## config.mk

```make
export PLATFORM = sky130hd
export DESIGN_NAME = abst_ctrl
export DESIGN_NICKNAME = d
export VERILOG_FILES = /design/src/hw/rtl/abst_pkg.sv /design/src/hw/rtl/abst_ctrl.sv
export SDC_FILE = /design/constraint.sdc
export NUM_CORES = 1
export LEC_CHECK = 0
export BUFFER_PORTS_ARGS = -buffer_cell sky130_fd_sc_hd__buf_2
export CELL_PAD_IN_SITES_DETAIL_PLACEMENT = 1
export CELL_PAD_IN_SITES_GLOBAL_PLACEMENT = 1
export CORE_MARGIN = 2
export CORE_UTILIZATION = 40
export CTS_BUF_LIST = sky130_fd_sc_hd__clkbuf_8
export CTS_CLUSTER_SIZE = 16
export DETAILED_ROUTE_END_ITERATION = 10
export HOLD_SLACK_MARGIN = 0.06
export PLACE_DENSITY_LB_ADDON = 0.1
export SLEW_MARGIN = 20
export SYNTH_ARGS = -nofsm -noshare
export SYNTH_HDL_FRONTEND = slang
export SYNTH_SLANG_ARGS = --single-unit
```

## constraint.sdc

```tcl
create_clock -name i_clk -period 13.85 [get_ports i_clk]
set_input_delay 2.0775 -clock i_clk [delete_from_list [all_inputs] [get_ports i_clk]]
set_output_delay 2.0775 -clock i_clk [all_outputs]
set_load 0.01 [all_outputs]
```

## src/hw/rtl/abst_pkg.sv

```systemverilog
`timescale 1ns / 1ps

package abst_pkg;

    localparam int CAPACITY_DEF = 4096;
    localparam int KEY_W        = 32;
    localparam int PAY_W        = 32;
    localparam int INDEX_W      = 12;

    typedef logic [INDEX_W-1:0] t_index;

    typedef enum logic {
        OP_INSERT = 1'b0,
        OP_FIND   = 1'b1
    } t_op;

    typedef enum logic [2:0] {
        ST_INSERTED  = 3'd0,
        ST_DUPLICATE = 3'd1,
        ST_FULL      = 3'd2,
        ST_FOUND     = 3'd3,
        ST_NOT_FOUND = 3'd4
    } t_status;

    typedef struct packed {
        t_status           status;
        t_index            index;
        logic [PAY_W-1:0]  payload;
    } t_result;

    // Write enables of the node memory, one per field group.
    typedef struct packed {
        logic node;
        logic left;
        logic right;
    } t_mem_we;

endpackage

```

## src/hw/rtl/abst_ctrl.sv

```systemverilog
`timescale 1ns / 1ps

module abst_ctrl #(
    parameter int CAPACITY = abst_pkg::CAPACITY_DEF,
    parameter int AW       = $clog2(CAPACITY),
    parameter int LW       = AW + 1
) (
    input  logic                       i_clk,
    input  logic                       i_rst_n,
    input  logic                       i_in_valid,
    output logic                       o_in_stall,
    input  logic                       i_op,
    input  logic [abst_pkg::KEY_W-1:0] i_key,
    input  logic [abst_pkg::PAY_W-1:0] i_payload,
    output logic                       o_rd_en,
    output logic [AW-1:0]              o_rd_addr,
    input  logic [abst_pkg::KEY_W-1:0] i_rd_key,
    input  logic [abst_pkg::PAY_W-1:0] i_rd_pay,
    input  logic [LW-1:0]              i_rd_left,
    input  logic [LW-1:0]              i_rd_right,
    output abst_pkg::t_mem_we          o_we,
    output logic [AW-1:0]              o_wr_addr,
    output logic [abst_pkg::KEY_W-1:0] o_wr_key,
    output logic [abst_pkg::PAY_W-1:0] o_wr_pay,
    output logic [LW-1:0]              o_wr_left,
    output logic [LW-1:0]              o_wr_right,
    output logic                       o_res_valid,
    input  logic                       i_res_ready,
    output abst_pkg::t_result          o_res
);

    // A link of CAPACITY or more means no child; the count equals it when full.
    localparam logic [LW-1:0] NO_CHILD   = LW'(CAPACITY);
    localparam logic [LW-1:0] COUNT_FULL = LW'(CAPACITY);

    typedef enum logic [2:0] {
        S_IDLE,
        S_LOOK,
        S_WRITE_PARENT,
        S_WRITE_NEW,
        S_RESULT
    } t_state;

    t_state                     r_state, n_state;
    abst_pkg::t_op              r_op, n_op;
    logic [abst_pkg::KEY_W-1:0] r_key, n_key;
    logic [abst_pkg::PAY_W-1:0] r_pay, n_pay;
    logic [AW-1:0]              r_cur, n_cur;
    logic [AW-1:0]              r_last, n_last;
    logic                       r_dir_left, n_dir_left;
    logic [LW-1:0]              r_count, n_count;
    abst_pkg::t_result          r_res, n_res;

    logic          key_less;
    logic [LW-1:0] link;

    assign key_less = r_key < i_rd_key;
    assign link     = key_less ? i_rd_left : i_rd_right;

    always_comb begin
        n_state    = r_state;
        n_op       = r_op;
        n_key      = r_key;
        n_pay      = r_pay;
        n_cur      = r_cur;
        n_last     = r_last;
        n_dir_left = r_dir_left;
        n_count    = r_count;
        n_res      = r_res;
        o_rd_en    = 1'b0;
        o_rd_addr  = '0;
        o_we       = '0;
        o_wr_addr  = r_last;
        o_wr_key   = r_key;
        o_wr_pay   = r_pay;
        o_wr_left  = r_count;
        o_wr_right = r_count;

        case (r_state)
            S_IDLE: begin
                if (i_in_valid) begin
                    n_op  = abst_pkg::t_op'(i_op);
                    n_key = i_key;
                    n_pay = i_payload;
                    n_res = '0;
                    if (i_op == abst_pkg::OP_INSERT && r_count == COUNT_FULL) begin
                        n_res.status = abst_pkg::ST_FULL;
                        n_state      = S_RESULT;
                    end else if (r_count == '0) begin
                        if (i_op == abst_pkg::OP_INSERT) begin
                            n_state = S_WRITE_NEW;
                        end else begin
                            n_res.status = abst_pkg::ST_NOT_FOUND;
                            n_state      = S_RESULT;
                        end
                    end else begin
                        // Start the walk at the root.
                        o_rd_en   = 1'b1;
                        o_rd_addr = '0;
                        n_cur     = '0;
                        n_state   = S_LOOK;
                    end
                end
            end
            S_LOOK: begin
                // Read data belongs to node r_cur; one tree level per cycle.
                if (r_key == i_rd_key) begin
                    if (r_op == abst_pkg::OP_INSERT) begin
                        n_res.status = abst_pkg::ST_DUPLICATE;
                    end else begin
                        n_res.status  = abst_pkg::ST_FOUND;
                        n_res.index   = abst_pkg::t_index'(r_cur);
                        n_res.payload = i_rd_pay;
                    end
                    n_state = S_RESULT;
                end else if (link < r_count) begin
                    o_rd_en   = 1'b1;
                    o_rd_addr = link[AW-1:0];
                    n_cur     = link[AW-1:0];
                end else if (r_op == abst_pkg::OP_INSERT) begin
                    n_last     = r_cur;
                    n_dir_left = key_less;
                    n_state    = S_WRITE_PARENT;
                end else begin
                    n_res.status = abst_pkg::ST_NOT_FOUND;
                    n_state      = S_RESULT;
                end
            end
            S_WRITE_PARENT: begin
                o_we.left  = r_dir_left;
                o_we.right = !r_dir_left;
                o_wr_addr  = r_last;
                n_state    = S_WRITE_NEW;
            end
            S_WRITE_NEW: begin
                o_we       = '{node: 1'b1, left: 1'b1, right: 1'b1};
                o_wr_addr  = r_count[AW-1:0];
                o_wr_left  = NO_CHILD;
                o_wr_right = NO_CHILD;
                n_count    = r_count + LW'(1);
                n_res.status = abst_pkg::ST_INSERTED;
                n_res.index  = abst_pkg::t_index'(r_count[AW-1:0]);
                n_state    = S_RESULT;
            end
            S_RESULT: begin
                if (i_res_ready) begin
                    n_state = S_IDLE;
                end
            end
            default: begin
                n_state = S_IDLE;
            end
        endcase
    end

    always_ff @(posedge i_clk) begin
        if (!i_rst_n) begin
            r_state <= S_IDLE;
            r_count <= '0;
        end else begin
            r_state    <= n_state;
            r_op       <= n_op;
            r_key      <= n_key;
            r_pay      <= n_pay;
            r_cur      <= n_cur;
            r_last     <= n_last;
            r_dir_left <= n_dir_left;
            r_count    <= n_count;
            r_res      <= n_res;
        end
    end

    assign o_in_stall  = r_state != S_IDLE;
    assign o_res_valid = r_state == S_RESULT;
    assign o_res       = r_res;

    a_count_bound: assert property (@(posedge i_clk) disable iff (!i_rst_n)
        r_count <= COUNT_FULL)
        else $error("entry count beyond capacity");

    a_count_grows_on_alloc: assert property (@(posedge i_clk) disable iff (!i_rst_n)
        (r_state != S_WRITE_NEW) |=> $stable(r_count))
        else $error("entry count changed outside node allocation");

    a_no_read_during_write: assert property (@(posedge i_clk) disable iff (!i_rst_n)
        (o_we.node || o_we.left || o_we.right) |-> !o_rd_en)
        else $error("memory read overlaps a write");

    a_walk_in_range: assert property (@(posedge i_clk) disable iff (!i_rst_n)
        (r_state == S_LOOK) |-> (LW'(r_cur) < r_count))
        else $error("walk visits an unallocated node");

    a_find_status: assert property (@(posedge i_clk) disable iff (!i_rst_n)
        (r_state == S_RESULT && r_op == abst_pkg::OP_FIND) |->
        (r_res.status == abst_pkg::ST_FOUND || r_res.status == abst_pkg::ST_NOT_FOUND))
        else $error("find reports an insert status");

endmodule

```

* Yosys cells after proc, flatten, opt, wreduce, memory -nomap -nowiden
Cells that the tools add are included.
Cells by class: add/subtract/negate cells 1, order comparisons 2, mux-type cells 41, reductions and logical operators 14, equality and inequality tests 16, bitwise gates (word level) 4
Operator list (count):
- $mux W12 | 9
- $mux W44 | 2
- $pmux W32 S2 | 1
- $mux W47 | 1
- $pmux W15 S3 | 1
- $mux W3 | 14
- $eq A32 B32 Y1 | 1
- $lt A32 B32 Y1 | 1
- $mux W13 | 2
- $pmux W12 S2 | 1
- $reduce_and A5 Y1 | 4
- $pmux W3 S5 | 1
- $ne A2 B2 Y1 const B | 7
- $add A13 B1 Y13 const B | 1
- $eq A13 B13 Y1 const B | 1
- $logic_not A13 Y1 | 1
- $lt A13 B13 Y1 | 1
- $reduce_and A7 Y1 | 1
- $eq A3 B2 Y1 const B | 2
- $mux W1 | 6
- $ne A3 B3 Y1 const B | 2
- $reduce_and A3 Y1 | 2
- $reduce_bool A3 Y1 | 2
- $not A1 Y1 | 4
- other kinds (10) | 10
Word-level totals: output and inout bits 167, input bits 159, bits in registers 153

* Depth between registers and ports, before layout
Gate-level depths: netlist of the first run.
depth in word-level cells 6, mapped depth 19

* Least setup slack after synthesis of the first run
Ideal clock, no wire load.
path kind input to output, start input port i_rd_key[13] (netlist bit), end output port o_rd_addr[0], buffers on the path 2, slack 5.963 ns, data arrival time 5.810 ns, stages 19, path through inv_1 -> ha_1 -> nand4_1 -> or4_4 -> a21o_1 -> a31oi_4 -> nor2_2 -> buf_4 -> mux2i_1 -> inv_1 -> ha_1 -> a211oi_1 -> o21ai_0 -> a211o_1 -> or3_1 -> nor3_2 -> nor3_4 -> buf_6 -> nor2_1
On the way: longest elaborated chain between the ends 6, elaborated cells between the ends (all ways) 7, classes of those cells 2 x order compare; 1 x eq/ne; 4 x mux
RTL lines:
- start, declared | line abst_ctrl.sv:17 | input logic [abst_pkg::KEY_W-1:0] i_rd_key,
- $lt A32 B32 Y1 | line abst_ctrl.sv:57 | assign key_less = r_key < i_rd_key;
- via key_less | line abst_ctrl.sv:54 | logic key_less;
- $mux W13 | line abst_ctrl.sv:58 | assign link = key_less ? i_rd_left : i_rd_right;
- via link[6] | line abst_ctrl.sv:55 | logic [LW-1:0] link;
- $lt A13 B13 Y1 | line abst_ctrl.sv:116 | end else if (link < r_count) begin
- $mux W12 | line abst_ctrl.sv:116
- $mux W12 | line abst_ctrl.sv:107 | if (r_key == i_rd_key) begin
- $mux W12
- end, declared | line abst_ctrl.sv:16 | output logic [AW-1:0] o_rd_addr,
The timed path passes the listed nets, and every way through them passes these cells.

* Worst setup path after layout of the first run
start input port i_rd_key[5] (netlist bit), end output port o_rd_addr[4]
On the way: longest elaborated chain between the ends 6, elaborated cells between the ends (all ways) 7, classes of those cells 2 x order compare; 1 x eq/ne; 4 x mux
RTL lines (line):
- $lt A32 B32 Y1 | abst_ctrl.sv:57
- $mux W13 | abst_ctrl.sv:58
- via link[2] | abst_ctrl.sv:55
- $lt A13 B13 Y1 | abst_ctrl.sv:116
- $mux W12 | abst_ctrl.sv:116
- $mux W12 | abst_ctrl.sv:107
- $mux W12
The timed path passes the listed nets, and every way through them passes these cells.

==> results.md, run 1 <==
- Result of the run: complete, no violations
- Share of final-layout standard cells stronger than drive strength 1: 0.408
- Number of clock sinks seen by CTS: 153
- Top library cells by usage in the layout, fill and taps aside: sky130_fd_sc_hd__buf_2 (325), sky130_fd_sc_hd__edfxtp_1 (137), sky130_fd_sc_hd__inv_1 (60)
- Wire length per cell: 18.8 um
- Aggregate global routing overflow: 0
- Chip Height: 138 um
- Cell chosen for the clock root: sky130_fd_sc_hd__clkbuf_8
- Element type at the critical path end: output port
- Synth area leader: sky130_fd_sc_hd__edfxtp_1
- PostCTS Resize Cnt: 0
- Drt first pass iters: 4
- Maximum number of pins on one net before global-route repair: 66
- Critical Path Fanout Max: 17
- CTS Hold Buffers Added: 0
- Setup Fix Bufs, Post-CTS: 0
- Data required time of the worst path: 11.77 ns
- Total length of routed wires: 21700 um
- Standard cell core area: 17400 um2
- Cell depth of the worst hold path: 0
- Overall die width: 138 um
- Number of design-rule violations left by the first detailed-router iteration: 275
- Hold violation total from the final report: 0
- Leading cell types by total area after synthesis: sky130_fd_sc_hd__edfxtp_1 (57%), sky130_fd_sc_hd__ha_1 (8.0%), sky130_fd_sc_hd__dfxtp_1 (4.5%)
- GRT Overall Usage: 0.230
- Proportion of synthesized chip area in sequential cells: 0.618
- Synth async-reset ratio: 0
- Layout Skew: 0.0171 ns
- Vias per inst: 5.03
- Initial Utilization: 0.412
- Cell total after placement: 1117
- Top_reg_cell synth: sky130_fd_sc_hd__edfxtp_1
- Pins Over Slew Limit: 0
- Fmax: 0.109 GHz
- Synthesized netlist net count: 800
- Cells traversed along the worst timing path: buf_2, inv_1, ha_1, a21oi_1, o21ai_0, a221oi_1, a31oi_4, nor2_2, mux2i_1, inv_1, ha_1, a21oi_1, o21ai_0, a41oi_1, o41ai_1, nor2_1, nor3_4, nor2_1, buf_2
- Mean instance size in the synthesized netlist: 12.1 um2
- Critical path class: in2out
- Latest clock arrival within the worst-skew pair: 0.47 ns
- HPWL after detailed placement: 17000 um
- Crit path depth: 19
- Antenna Nets Post-Route: 0
- Commonest non-fill, non-tap cell in the layout: sky130_fd_sc_hd__buf_2
- Total die area: 19000 um2
- Kind of cell adding the most delay to the critical path: compound AO/OA/AOI/OAI gates
- Path type of the worst min-delay path: reg2reg
- Gpl congestion: 0.839
- Top-Level Pins: 326
- Sum of negative setup slack: 0 ns
- Count of synthesis-stage warnings from yosys: 0
- Yosys top cell area share: 0.574
- Arrival @ worst endpoint: 7.09 ns
- Site Rows: 48
- Residual DRC count: 0
- Unique masters post-synth: 49
- Max cap viols: 0
- FF-to-FF path depth: 16
- Transition time at the pin with the least slew margin: 0.999 ns
- Leak Pwr: 4.41 nW
- Time the worst path needs with I/O delays and setup: 9.17 ns
- Deepest level of the CTS H-tree: 4
- #FFs+latches synth: 153
- Normalized max-slew margin: 0.332
- Number of global-route vias before repair: 6205
- Unrepaired setup endpoints after global routing: no
- Worst path max stage delay: 0.79 ns
- Max rail drop VDD: 0.0591 mV
- Ratio of final minimum period to clock period: 0.662
- Final setup violating endpoints: 0
- Cell area after synthesis: 7170 um2
- Number of antenna violations at the first check in global routing: 0
- Post-synth EDFFs: 137
- Kind of start point of the critical path: input pin
- Clock slew at reported path FFs: 0.09 ns
- Nets@finish: 1116
- Final std cells w/o fill: 1152
- Global-route wire length before repair: 32800 um
- Number of CTS-inserted buffers: 17
- Bufs and invs on worst path: 4
- Total via count after detailed routing: 5795
- Number of port buffers: 325
- Highest-delay cell along the critical path: sky130_fd_sc_hd__nor2_2
- Buffer depth of the longest clock path: 2
- R2r setup slk: 8.17 ns
- Clock tree from TritonCTS: done
- Number of instances in the synthesized netlist: 595
- Power Density: 129 nW/um2
- Area growth from synthesis to layout: 31.0%
[stage by stage]
| step | util | power, W | hold WS, ns | worst slack [ns] | instance area (um2) |
|---|---|---|---|---|---|
| 5_1_grt | 0.539 | 0.00127 | 0.480 | 4.21 | 9390 |
| 4_1_cts | 0.539 | 0.00122 | 0.460 | 4.59 | 9380 |
| 2_1_floorplan | - | 0.000737 | 0.426 | 5.96 | 7170 |
| 3_3_place_gp | 0.514 | 0.000840 | 0.435 | 4.91 | 8950 |
| 6_report | 0.539 | 0.00121 | 0.461 | 4.68 | 9400 |
| 3_5_place_dp | 0.514 | 0.000852 | 0.436 | 4.62 | 8950 |
[synth_stat cells, drive strengths merged, types with 2 or more instances]
| master | number |
|---|---|
| a21o | 6 |
| a21oi | 21 |
| a221oi | 2 |
| a31oi | 2 |
| and2 | 13 |
| and3 | 33 |
| buf | 15 |
| clkbuf | 16 |
| dfxtp | 16 |
| edfxtp | 137 |
| ha | 46 |
| inv | 60 |
| mux2i | 13 |
| nand2 | 47 |
| nand2b | 3 |
| nand3 | 7 |
| nand4 | 14 |
| nor2 | 53 |
| nor2b | 2 |
| nor3 | 10 |
| nor3b | 2 |
| nor4 | 3 |
| nor4b | 2 |
| o211ai | 3 |
| o21a | 4 |
| o21ai | 37 |
| o31ai | 2 |
| or3 | 2 |
| or4 | 2 |
| xnor2 | 11 |
[area by class of cell]
type,count,area [um2]
flip-flops and latches,153,4440
clock inverters,15,194
well taps,225,282
diodes,3,7.51
repair buffers,328,1650
fillers,1968,8020
clock buffers,17,234
inverters,61,229
multi-input cells,350,2360
[cells by family after synthesis]
| family | after synthesis | synth area share |
|---|---|---|
| buffers and inverters | 92 | 0.0565 |
| adders and majority gates | 46 | 0.0803 |
| AOI/OAI and AO/OA | 81 | 0.0691 |
| xor gates and xnor gates | 12 | 0.0147 |
| muxes | 14 | 0.0197 |
| and+or+nand+nor | 197 | 0.141 |
| DFF | 153 | 0.618 |
[final timing paths]
| path | startpoint | to |
|---|---|---|
| setup / recovery | i_rd_key[5] | o_rd_addr[4] |
| hold reg to reg | r_cur[5] | r_last[5] |
| setup reg to reg | o_wr_key[29] | o_res[46] |
| hold / removal | r_cur[5] | r_last[5] |
[layer usage]
metal,routed length [um],up-vias,track usage
met4,351,0,0.0697
met2,11400,204,0.410
met3,1500,26,0.0636
met5,0,-,0
li1,-,2755,-
met1,8420,2810,0.269
[power breakdown]
group | switching (W) | internal [W] | total, W | leakage (nW)
Sequential | 0.0000251 | 0.000565 | 0.000590 | 1.41
Clock | 0.000200 | 0.000171 | 0.000371 | 0.219
Combinational | 0.000158 | 0.0000918 | 0.000249 | 2.78
Total | 0.000383 | 0.000828 | 0.00121 | 4.41
[state kept, by name (all words and copies together), names as in the netlist]
| signal | flops |
|---|---|
| r_count | 13 |
| o_wr_pay | 32 |
| o_wr_key | 32 |
| o_res | 47 |
| r_cur | 12 |
| r_op | 1 |
| r_last | 12 |
| r_dir_left | 1 |
| r_state | 3 |
[worst reg2reg max path, delay by kind of cell (launching register included)]
kind / cells / cell delay (ns)
multiplexers: 1 / 0.45
flip-flops: 1 / 0.42
AND/OR/NAND/NOR: 4 / 1.98
adder cells (fa/ha/maj): 2 / 0.62
AO/OA/AOI/OAI: 8 / 1.79
buffers and inverters: 1 / 0.09
No activity file was read; power rests on OpenSTA's default activity.
==> inputs of run 2 (changes only) <==
- CORE_UTILIZATION: 40 -> 37
- clock period: 13.85 -> 9.6 ns (I/O delays scaled with it)
==> run 2 against run 1 <==
  * Non-clock buffer count unchanged
  * Worst hold slack got worse by 0.011 ns
  * Sequential share of layout area increased by 0.069 points
  * Combinational power increased by 45%
  * Clock power increased by 29%
  * Design area decreased by 0.15%
  * Sequential cell count unchanged
  * Register-to-register slack got worse by 4.2 ns
  * Critical endpoint is now o_rd_addr[1]
  * Critical path depth unchanged
  * Wire length increased by 1.0%
==> results.md, run 2 (same netlist as run 1, synthesis figures left out) <==
- Layout Skew: 0.0171 ns (about the same)
- Critical path launch point: i_rd_key[29] (was i_rd_key[5])
- PostCTS Resize Cnt: 0 (unchanged)
- Hold violation total from the final report: 0 (unchanged)
- Commonest non-fill, non-tap cell in the layout: sky130_fd_sc_hd__buf_2 (unchanged)
- Max cap viols: 0 (unchanged)
- Number of global-route vias before repair: 6223 (was 6205)
- Latest clock arrival within the worst-skew pair: 0.46 ns (was 0.47 ns)
- Sum of negative setup slack: 0 ns (unchanged)
- Top library cells by usage in the layout, fill and taps aside: sky130_fd_sc_hd__buf_2 (325), sky130_fd_sc_hd__edfxtp_1 (137), sky130_fd_sc_hd__inv_1 (60) (unchanged)
- Standard cell core area: 18900 um2 (was 17400 um2)
- Element type at the critical path end: output port (unchanged)
- Max rail drop VDD: 0.0791 mV (was 0.0591 mV)
- Launch point of the worst hold path: r_cur[9] (was r_cur[5])
- Power Density: 180 nW/um2 (was 129 nW/um2)
- Normalized max-slew margin: 0.297 (was 0.332)
- Setup Fix Bufs, Post-CTS: 0 (unchanged)
- Ratio of final minimum period to clock period: 0.821
- Result of the run: complete, no violations (unchanged)
- Global-route wire length before repair: 32800 um (about the same)
- Highest-delay cell along the critical path: sky130_fd_sc_hd__nor2_2 (unchanged)
- Transition time at the pin with the least slew margin: 1.05 ns (was 0.999 ns)
- Clock tree from TritonCTS: done (unchanged)
- Total via count after detailed routing: 5804 (was 5795)
- Number of CTS-inserted buffers: 17 (unchanged)
- Arrival @ worst endpoint: 6.44 ns (was 7.09 ns)
- Share of final-layout standard cells stronger than drive strength 1: 0.406 (was 0.408)
- Bufs and invs on worst path: 4 (unchanged)
- Leak Pwr: 4.36 nW (was 4.41 nW)
- Maximum number of pins on one net before global-route repair: 66 (unchanged)
- Gpl congestion: 0.826 (was 0.839)
- Time the worst path needs with I/O delays and setup: 7.88 ns
- Critical path class: in2out (unchanged)
- Nets@finish: 1116 (unchanged)
- Cell chosen for the clock root: sky130_fd_sc_hd__clkbuf_8 (unchanged)
- GRT Overall Usage: 0.213 (was 0.230)
- Clock slew at reported path FFs: 0.09 ns (about the same)
- Unrepaired setup endpoints after global routing: no (unchanged)
- Critical Path Fanout Max: 17 (unchanged)
- DP Area: 9000 um2 (was 8950 um2)
- Post-route design area: 9380 um2 (was 9400 um2)
- Initial Utilization: 0.380 (was 0.412)
- Total die area: 20500 um2 (was 19000 um2)
- Drt first pass iters: 4 (unchanged)
- Overall die width: 143 um (was 138 um)
- Vias per inst: 4.90 (was 5.03)
- Residual DRC count: 0 (unchanged)
- Flip-flop count of the largest register, all copies and words added: 47 (unchanged)
- Area growth from synthesis to layout: 30.8% (was 31.0%)
- CTS Hold Buffers Added: 0 (unchanged)
- Final setup violating endpoints: 0 (unchanged)
- Antenna Nets Post-Route: 0 (unchanged)
- Kind of start point of the critical path: input pin (unchanged)
- Number of port buffers: 325 (unchanged)
- R2r startpoint: o_wr_key[29] (unchanged)
- HPWL after detailed placement: 17100 um (was 17000 um)
- Top-Level Pins: 326 (unchanged)
- Pins Over Slew Limit: 0 (unchanged)
- Path type of the worst min-delay path: reg2reg (unchanged)
- Wire length per cell: 18.5 um (was 18.8 um)
- Fmax: 0.127 GHz
- Number of design-rule violations left by the first detailed-router iteration: 227 (was 275)
- Data required time of the worst path: 8.16 ns (was 11.77 ns)
- Buffer depth of the longest clock path: 2 (unchanged)
- Site Rows: 50 (was 48)
- Worst path max stage delay: 0.87 ns (was 0.79 ns)
- Number of antenna violations at the first check in global routing: 3 (was 0)
- Aggregate global routing overflow: 0 (unchanged)
- Cells traversed along the worst timing path: buf_2, inv_1, ha_1, a21o_1, a21o_1, a221oi_1, o211ai_1, nor2_2, mux2i_1, inv_1, ha_1, nand2_1, o21ai_0, a41oi_1, o41ai_1, nor2_1, nor3_4, nor2_1, buf_2 (was buf_2, inv_1, ha_1, a21oi_1, o21ai_0, a221oi_1, a31oi_4, nor2_2, mux2i_1, inv_1, ha_1, a21oi_1, o21ai_0, a41oi_1, o41ai_1, nor2_1, nor3_4, nor2_1, buf_2)
- Kind of cell adding the most delay to the critical path: simple AND/OR/NAND/NOR gates (was compound AO/OA/AOI/OAI gates)
- Number of clock sinks seen by CTS: 153 (unchanged)
- Total length of routed wires: 21900 um (was 21700 um)
- Chip Height: 143 um (was 138 um)
- Deepest level of the CTS H-tree: 4 (unchanged)
-- run 2: layout make-up --
type,count,area [um2]
diodes,2,5.00
fillers,2155,9510
flip-flops and latches,153,4440
multi-input cells,350,2360
inverters,61,229
well taps,260,325
clock buffers,17,234
clock inverters,14,139
repair buffers,328,1650
-- run 2: stage by stage --
stage	hold WS, ns	util	setup slack (ns)	cells	power [W]
after floorplan	0.426	-	2.99	595	0.00106
after global placement	0.430	0.476	1.97	1152	0.00121
after detailed placement	0.435	0.476	1.69	1152	0.00123
after CTS	0.453	0.496	1.66	1183	0.00171
after global routing	0.467	0.496	1.28	1184	0.00178
final	0.449	0.497	1.72	1185	0.00169
-- run 2: power breakdown --
group | switching [W] | total, W | internal (W) | leakage, nW
combinational | 0.000229 | 0.000362 | 0.000132 | 2.78
clock | 0.000270 | 0.000479 | 0.000210 | 0.177
sequential | 0.0000355 | 0.000851 | 0.000815 | 1.41
total | 0.000535 | 0.00169 | 0.00116 | 4.36
-- run 2: path summary, 6_finish.rpt --
path,end,slack [ns],depth (start not counted)
hold / removal,r_last[9],0.45,0
setup reg to reg,o_res[44],3.93,16
hold reg to reg,r_last[9],0.45,0
setup / recovery,o_rd_addr[1],1.72,19
-- run 2: per-layer routing --
layer	share of wire	vias up	global-route usage
met4	0.016	2	0.0691
met3	0.067	28	0.0657
li1	-	2746	-
met5	0.00073	-	0
met2	0.53	202	0.384
met1	0.38	2826	0.239
-- run 2: worst reg2reg max path, stage by stage, from the launching register on --
cell and delay [ns]:
sky130_fd_sc_hd__edfxtp_1 0.42, sky130_fd_sc_hd__ha_1 0.32, sky130_fd_sc_hd__a21o_1 0.16, sky130_fd_sc_hd__a21o_1 0.17, sky130_fd_sc_hd__a221oi_1 0.33, sky130_fd_sc_hd__o211ai_1 0.24, sky130_fd_sc_hd__nor2_2 0.87, sky130_fd_sc_hd__mux2i_1 0.42
sky130_fd_sc_hd__inv_1 0.08, sky130_fd_sc_hd__ha_1 0.33, sky130_fd_sc_hd__nand2_1 0.08, sky130_fd_sc_hd__o21ai_0 0.16, sky130_fd_sc_hd__a41oi_1 0.07, sky130_fd_sc_hd__o41ai_1 0.56, sky130_fd_sc_hd__nor2_1 0.14, sky130_fd_sc_hd__nor3_4 0.58
sky130_fd_sc_hd__nor3b_2 0.43
